$ cat config.mk
export PLATFORM = sky130hd
export DESIGN_NAME = csal_sqrt
export DESIGN_NICKNAME = d
export VERILOG_FILES = /design/src/csal_pkg.sv /design/src/csal_sqrt.sv
export SDC_FILE = /design/constraint.sdc
export NUM_CORES = 2
export LEC_CHECK = 0
export BUFFER_PORTS_ARGS = -buffer_cell sky130_fd_sc_hd__buf_2
export CORE_MARGIN = 2
export CORE_UTILIZATION = 25
export DETAILED_ROUTE_END_ITERATION = 10
export PLACE_DENSITY = 0.45
export SYNTH_ARGS = -nofsm -noshare
export SYNTH_HDL_FRONTEND = slang
export SYNTH_SLANG_ARGS = --single-unit
$ cat constraint.sdc
create_clock -name clock -period 4.96 [get_ports clock]
set_input_delay 1.488 -clock clock [delete_from_list [all_inputs] [get_ports clock]]
set_output_delay 1.488 -clock clock [all_outputs]
set_load 0.05 [all_outputs]
$ cat src/csal_pkg.sv
// Package for the conductivity to salinity converter: widths, fixed-point
// coefficients, CSR register indexes and shared types. No dependencies.
`timescale 1ns / 1ps
`default_nettype none
package csal_pkg;

   localparam int EcWidth    = 19;
   localparam int TempWidth  = 14;
   localparam int SalWidth   = 16;
   localparam int RatioWidth = 25;
   localparam int RootWidth  = 23;
   localparam int FracBits   = 20;
   localparam int DivSteps   = RatioWidth;
   localparam int RootSteps  = RootWidth;

   localparam logic [12:0] FactorDen    = 13'd5000;
   localparam logic [15:0] StdEcX1000   = 16'd42914;
   localparam logic [14:0] FactorOffset = 15'd3500;
   localparam logic [TempWidth-1:0] TempReset = 14'd2500;

   localparam logic [13:0] CoefHalf      = 14'd8389;
   localparam logic [17:0] CoefOneHalf   = 18'd177419;
   localparam logic [24:0] CoefTwo       = 25'd26618207;
   localparam logic [23:0] CoefTwoHalf   = 24'd14778735;
   localparam logic [22:0] CoefThree     = 23'd7367400;
   localparam logic [21:0] CoefThreeHalf = 22'd2839649;

   localparam logic [SalWidth-1:0] SalMax = 16'd50000;

   typedef enum logic [0:0] {
      CSR_COMP_TEMP  = 1'b0,
      CSR_TEMP_KNOWN = 1'b1
   } csr_index_type;

   typedef struct packed {
      logic no_temp;
      logic zero;
   } flags_type;

endpackage
`default_nettype wire

$ cat src/csal_sqrt.sv
// Pipelined digit-by-digit integer square root of R * 2^20, one result
// bit per stage, carrying R and the flags along. Depends on csal_pkg.
`timescale 1ns / 1ps
`default_nettype none
module csal_sqrt (
   input  wire logic                            clock,
   input  wire logic                            reset,
   input  wire logic                            en,
   input  wire logic                            in_valid,
   input  wire logic [csal_pkg::RatioWidth-1:0] in_ratio,
   input  wire csal_pkg::flags_type             in_flags,
   output logic                                 out_valid,
   output logic [csal_pkg::RatioWidth-1:0]      out_ratio,
   output logic [csal_pkg::RootWidth-1:0]       out_root,
   output csal_pkg::flags_type                  out_flags
);
   import csal_pkg::*;

   localparam int VWidth = 2 * RootSteps;

   logic                  stg_vld   [RootSteps+1];
   logic [RatioWidth-1:0] stg_ratio [RootSteps+1];
   logic [RootWidth+3:0]  stg_rem   [RootSteps+1];
   logic [RootWidth-1:0]  stg_root  [RootSteps+1];
   flags_type             stg_flags [RootSteps+1];

   assign stg_vld[0]   = in_valid;
   assign stg_ratio[0] = in_ratio;
   assign stg_rem[0]   = '0;
   assign stg_root[0]  = '0;
   assign stg_flags[0] = in_flags;

   for (genvar k = 0; k < RootSteps; k++) begin : g_step
      logic                  vld_ff;
      logic [RatioWidth-1:0] ratio_ff;
      logic [RootWidth+3:0]  rem_ff;
      logic [RootWidth-1:0]  root_ff;
      flags_type             flags_ff;
      logic [VWidth-1:0]     v_in;
      logic [RootWidth+3:0]  shift_in;
      logic [RootWidth+3:0]  trial_in;
      logic                  ge_in;

      assign v_in     = VWidth'({stg_ratio[k], {FracBits{1'b0}}});
      assign shift_in = {stg_rem[k][RootWidth+1:0], v_in[2*(RootSteps-1-k)+1 -: 2]};
      assign trial_in = {2'b00, stg_root[k], 2'b01};
      assign ge_in    = shift_in >= trial_in;

      always_ff @(posedge clock) begin
         if (reset) begin
            vld_ff <= 1'b0;
         end else if (en) begin
            vld_ff <= stg_vld[k];
         end
      end

      always_ff @(posedge clock) begin
         if (en) begin
            ratio_ff <= stg_ratio[k];
            rem_ff   <= ge_in ? shift_in - trial_in : shift_in;
            root_ff  <= {stg_root[k][RootWidth-2:0], ge_in};
            flags_ff <= stg_flags[k];
         end
      end

      assign stg_vld[k+1]   = vld_ff;
      assign stg_ratio[k+1] = ratio_ff;
      assign stg_rem[k+1]   = rem_ff;
      assign stg_root[k+1]  = root_ff;
      assign stg_flags[k+1] = flags_ff;
   end

   assign out_valid = stg_vld[RootSteps];
   assign out_ratio = stg_ratio[RootSteps];
   assign out_root  = stg_root[RootSteps];
   assign out_flags = stg_flags[RootSteps];

endmodule
`default_nettype wire

# Yosys cells after proc, flatten, opt, wreduce, memory -nomap -nowiden
# Index checks and enable logic that the tools add are counted.
# totals
input_bits	31
out_inout_bits	51
mem_bits_rw	0
latch_bits	0
wordCells	214
n_memories	0
romBits	0
ff_bits	1447
# op_classes
eq_ne	0
n_lt_le_gt_ge	23
n_div	0
shifts	0
reduce_logical	0
muxes	22
add_sub_neg	22
bitwise	0
n_mul	0
# ops
cell	count
two-way mux 25 bit	21
greater-or-equal comparator 27 x 10 -> 1 bit	1
greater-or-equal comparator 27 x 11 -> 1 bit	1
greater-or-equal comparator 27 x 12 -> 1 bit	1
greater-or-equal comparator 27 x 13 -> 1 bit	1
greater-or-equal comparator 27 x 14 -> 1 bit	1
greater-or-equal comparator 27 x 15 -> 1 bit	1
greater-or-equal comparator 27 x 16 -> 1 bit	1
greater-or-equal comparator 27 x 17 -> 1 bit	1
greater-or-equal comparator 27 x 18 -> 1 bit	1
greater-or-equal comparator 27 x 19 -> 1 bit	1
greater-or-equal comparator 27 x 20 -> 1 bit	1
greater-or-equal comparator 27 x 21 -> 1 bit	1
greater-or-equal comparator 27 x 22 -> 1 bit	1
greater-or-equal comparator 27 x 23 -> 1 bit	1
greater-or-equal comparator 27 x 24 -> 1 bit	1
greater-or-equal comparator 27 x 3 -> 1 bit	1
greater-or-equal comparator 27 x 4 -> 1 bit	1
greater-or-equal comparator 27 x 5 -> 1 bit	1
greater-or-equal comparator 27 x 6 -> 1 bit	1
greater-or-equal comparator 27 x 7 -> 1 bit	1
greater-or-equal comparator 27 x 8 -> 1 bit	1
greater-or-equal comparator 27 x 9 -> 1 bit	1
subtractor 25 x 10 -> 25 bit	1
other kinds (23)	23

# Longest topological paths before layout
# logic_depth
depth_word	2
mapped_depth	14
mapped_depth_nobuf	12

# Worst setup path after synthesis
# OpenSTA, ideal clock, no wires.
# synth_path
path_type	reg-to-reg
startpoint	reg g_step[14].rem_ff[0]
endpoint	reg g_step[15].rem_ff[24] (data pin)
slack_ns	1.457
t_arrival_ns	3.237
t_required_ns	4.694
n_path_buf	0
path_stages_with_launch	12
synth_period_minus_slack_ns	3.503
setup_time_ns	0.266
cell_sequence	edfxtp_1 > ha_1 > fa_1 > a21o_1 > a21oi_1 > o31ai_1 > o41ai_1 > o211ai_1 > o31a_1 > or4_1 > nor3_1 > xor2_1
# synth_via
elab_chain_cells	2
elab_cells_between_ends	3
classes_between	add/sub (1); order compare (1); mux (1)
# synth_lines
element	line_no	text
start, declared	csal_sqrt.sv:36	logic [RootWidth+3:0] rem_ff;
start signal, assigned	csal_sqrt.sv:60	rem_ff <= ge_in ? shift_in - trial_in : shift_in;
subtractor 25 x 17 -> 25 bit or greater-or-equal comparator 27 x 17 -> 1 bit (tied branches)	csal_sqrt.sv:60, csal_sqrt.sv:47	
two-way mux 25 bit *	csal_sqrt.sv:60	
end signal, assigned	csal_sqrt.sv:60	
end, declared	csal_sqrt.sv:36	
# Mark *: on every way between the ends. The rest lies on a longest branch, timed or not.
# A chain may end at the register's enable or synchronous reset.

# Worst setup path after layout
# layout_path
startpoint	reg g_step[14].rem_ff[0]
endpoint	reg g_step[15].rem_ff[22] (data pin)
# Same word-level chain as after synthesis.

==> impl_metrics.ini <==
[synth]
syn_area_sq_um = 61450
synthTopCellsByArea = sky130_fd_sc_hd__edfxtp_1, sky130_fd_sc_hd__ha_1, sky130_fd_sc_hd__xor2_1
synthAdderAreaFrac_pct = 5.974
synth_nets = 4756
synth.top_cells.by_count = sky130_fd_sc_hd__edfxtp_1, sky130_fd_sc_hd__inv_1, sky130_fd_sc_hd__nor2_1
yosysWarnings = 0
synth_seq_area_share_pct = 67.99
synthSimpleGateAreaFrac_pct = 8.420
postSynth.asyncResetShare_pct = 0
yosys.cell_types.count = 87
synth_largest_type_area_fraction_pct = 67.24
synth_top_family_by_area = simple AND/OR/NAND/NOR gates
synthDominantAreaCellType = sky130_fd_sc_hd__edfxtp_1
synth_compound_gate_area_share_pct = 8.116
number_of_enable_type_register_cells_in_the_synthesized_netlist = 1376
synth_cells = 4437
dominantRegCellSynth = sky130_fd_sc_hd__edfxtp_1
synthMostInstantiatedCell = sky130_fd_sc_hd__edfxtp_1
synth_mux_area_share_pct = 1.405
yosys.area_share.xor_xnor_pct = 5.430
yosys_register_bits = 1399
syn_avg_cell_area_sq_um = 13.85

[floorplan]
boundary_pins = 82
floorplan.core_area_sq_um = 245300
initial_core_util_pct = 25.06
dieHeight_microns = 499.8
rows = 182
fp.dieArea_sq_um = 249800
fp.dieW_microns = 499.8

[cells_and_area]
layout.nets = 4976
post_route_cells_drive_above_1_share_pct = 9.271
nFillCells = 24530
layout.cells.non_filler = 8011
synthToLayoutAreaGrowth_pct = 16.31
fin_area_sq_um = 71470
final_util_pct = 29.14

[clock_tree]
cts_sink_count = 1399
cts.hold.buffers_added = 0
cts_resized = 0
cts.path.max_buffers = 3
clkLatencyLatePin_ns = 0.81
clk_pin_slew_worst_paths_ns = 0.06
root_buffer = sky130_fd_sc_hd__clkbuf_16
cts_post_setup_buffers_inserted = 0
tritoncts_clock_tree = built
tritoncts.num_buffers = 156
cts_max_level = 4

[power]
p_leak_nw = 26.36
cellPowerDensity_nw_per_um2 = 439.5
irDropWorstVdd_mv = 0.2832

[setup_path]
slowest_stage_cell_cp = sky130_fd_sc_hd__edfxtp_1
rr_worst_depth = 12
crit_arrival_ns = 4.26
crit_path_cell_trace = ha_1, fa_1, a21o_1, a21oi_1, o31ai_1, o41ai_1, buf_4, o211ai_1, o31a_1, or4_1, nor3_1, xor2_1
cp_num_cells = 12
worstPathRequired_ns = 5.46
cp-startpoint = g_step[14].rem_ff[0]
critical_path_class = flop to flop
start_kind = flop
critPathMaxStageDelay_ns = 0.48
cell_family_contributing_the_most_delay_on_the_critical_path = compound AO/OA/AOI/OAI gates
crit_path_max_fanout = 5
reg2reg_setup_slack_ns = 1.20
critical_path_buf_inv_count = 1
worstSetupEndpointType = flop
worstReg2RegEnd = g_step[15].rem_ff[22]
critical_path.reg2reg.startpoint = g_step[14].rem_ff[0]
cp-endpoint = g_step[15].rem_ff[22]

[timing]
final_min_period_over_clock_period_pct = 75.74
tightest_slew_ns = 1.170
worst_clock_skew_ns = 0.06186
tns_ns = 0
max_slew_margin_pct = 21.29
fmaxAchievable_ghz = 0.2662
finalHoldViolations = 0
fin_worst_hold_slack_ns = 0.3989
grt_setup_unrepaired = no
shortest_period_the_worst_path_allows_ns = 3.757
final-setup-viol-count = 0
final_slew_viol_count = 0

[global_routing]
grt_use_total_pct = 9.162
antenna_found_initial = 3
grt_pass1_vias = 34480
grt_overflow = 0
grt_max_degree = 148
grt_pass1_wl_mm = 184.2

[routing]
detail_route.wl_per_cell_microns = 14.42
iter_0_drt_violations = 1527
drc_errors = 0
via_cell_ratio = 4.193
dr_total_vias = 33590
antenna_left = 0
detailedRoute.firstPassIterationCount = 7
postRouteWirelength_mm = 115.5

[run_status]
run_status = finished clean

[place]
finalWeightedCongestion = 0.8032
detailed_place.area_sq_um = 66220
buffer_ports.inserted = 81
dpl.cell_count = 7719
hpwl_mm = 80.77

[worst_hold_path]
hold_class = flop to flop

[flow_run]
cap_viol_max_count = 0
==> logic make-up after synthesis <==
family / Yosys count
AO/OA/AOI/OAI: 800
XOR/XNOR: 381
adder cells (fa/ha/maj): 288
buffers and inverters: 429
flip-flops: 1399
multiplexers: 80
other: 1
AND/OR/NAND/NOR: 1059
==> registers in the layout, summed over array words and instances (netlist names) <==
register	cells
g_step.flags_ff	44
g_step.ratio_ff	550
g_step.rem_ff	502
g_step.root_ff	231
g_step.vld_ff	22
out_flags	2
out_ratio	25
out_root	22
out_valid	1
==> area by class of cell <==
| type | count | area (sq um) | share of cell area (%) |
|---|---|---|---|
| Antenna cell | 2 | 5.005 | 0.007002 |
| Multi-Input combinational cell | 2609 | 18090 | 25.31 |
| Clock buffer | 192 | 4070 | 5.695 |
| Timing Repair Buffer | 131 | 970.9 | 1.358 |
| Inverter | 360 | 1351 | 1.891 |
| Tap cell | 3220 | 4029 | 5.637 |
| Clock inverter | 98 | 1180 | 1.651 |
| Sequential cell | 1399 | 41780 | 58.46 |
==> cell usage in the layout (no fill, tap or decap), types with 17 or more instances in the layout <==
cell type / n
sky130_fd_sc_hd__bufinv_16: 17
sky130_fd_sc_hd__nand3_1: 57
sky130_fd_sc_hd__nand2b_1: 48
sky130_fd_sc_hd__xor2_1: 207
sky130_fd_sc_hd__o21bai_1: 27
sky130_fd_sc_hd__and3_1: 18
sky130_fd_sc_hd__clkinv_2: 32
sky130_fd_sc_hd__clkinv_1: 32
sky130_fd_sc_hd__edfxtp_1: 1376
sky130_fd_sc_hd__or3_1: 51
sky130_fd_sc_hd__xnor2_1: 174
sky130_fd_sc_hd__nand4_1: 27
sky130_fd_sc_hd__a21o_1: 94
sky130_fd_sc_hd__nand2_1: 273
sky130_fd_sc_hd__o21a_1: 63
sky130_fd_sc_hd__nor4_1: 45
sky130_fd_sc_hd__mux2_2: 50
sky130_fd_sc_hd__clkbuf_1: 34
sky130_fd_sc_hd__o31ai_1: 32
sky130_fd_sc_hd__nor2b_1: 32
sky130_fd_sc_hd__o21ai_0: 216
sky130_fd_sc_hd__a21oi_1: 231
sky130_fd_sc_hd__dfxtp_1: 23
sky130_fd_sc_hd__clkbuf_16: 157
sky130_fd_sc_hd__buf_4: 36
sky130_fd_sc_hd__nor3_1: 130
sky130_fd_sc_hd__nor2_1: 281
sky130_fd_sc_hd__mux2i_1: 30
sky130_fd_sc_hd__a211oi_1: 20
sky130_fd_sc_hd__or4_1: 29
sky130_fd_sc_hd__inv_1: 357
sky130_fd_sc_hd__ha_1: 279
sky130_fd_sc_hd__buf_2: 80
==> worst reg2reg max path, stage by stage, from the launching register on <==
cell                       delay, ns
sky130_fd_sc_hd__edfxtp_1       0.48
sky130_fd_sc_hd__ha_1           0.28
sky130_fd_sc_hd__fa_1           0.41
sky130_fd_sc_hd__a21o_1         0.20
sky130_fd_sc_hd__a21oi_1        0.25
sky130_fd_sc_hd__o31ai_1        0.14
sky130_fd_sc_hd__o41ai_1        0.26
sky130_fd_sc_hd__buf_4          0.19
sky130_fd_sc_hd__o211ai_1       0.16
sky130_fd_sc_hd__o31a_1         0.29
sky130_fd_sc_hd__or4_1          0.48
sky130_fd_sc_hd__nor3_1         0.23
sky130_fd_sc_hd__xor2_1         0.09
==> worst min path at each step <==
stage	from	endpoint	cells after the start
after floorplan	g_step[9].flags_ff[0]	g_step[10].flags_ff[0]	0
after global placement	g_step[17].ratio_ff[7]	g_step[18].ratio_ff[7]	0
after detailed placement	g_step[9].ratio_ff[1]	g_step[10].ratio_ff[1]	0
after CTS	g_step[12].ratio_ff[7]	g_step[13].ratio_ff[7]	0
after global routing	g_step[12].ratio_ff[7]	g_step[13].ratio_ff[7]	0
final	g_step[12].ratio_ff[7]	g_step[13].ratio_ff[7]	0
==> where the power goes <==
group | internal (W) | switching, W
logic | 0.00189 | 0.00252
registers | 0.0146 | 0.000757
clock network | 0.00681 | 0.00489
==> per-layer routing <==
metal,wire length [microns],global-route usage [%]
met5,0,0
met4,3800,3.606
met3,3830,1.943
met2,60600,17.08
met1,47270,10.05
==> stage by stage <==
stage / total power, W / setup slack, ns
final: 0.03141 / 1.203
after global placement: 0.01997 / 1.185
after CTS: 0.03199 / 1.088
after detailed placement: 0.02001 / 1.138
after global routing: 0.03308 / 0.8623
after floorplan: 0.01852 / 1.457
Power figures use the tool's default switching activity.
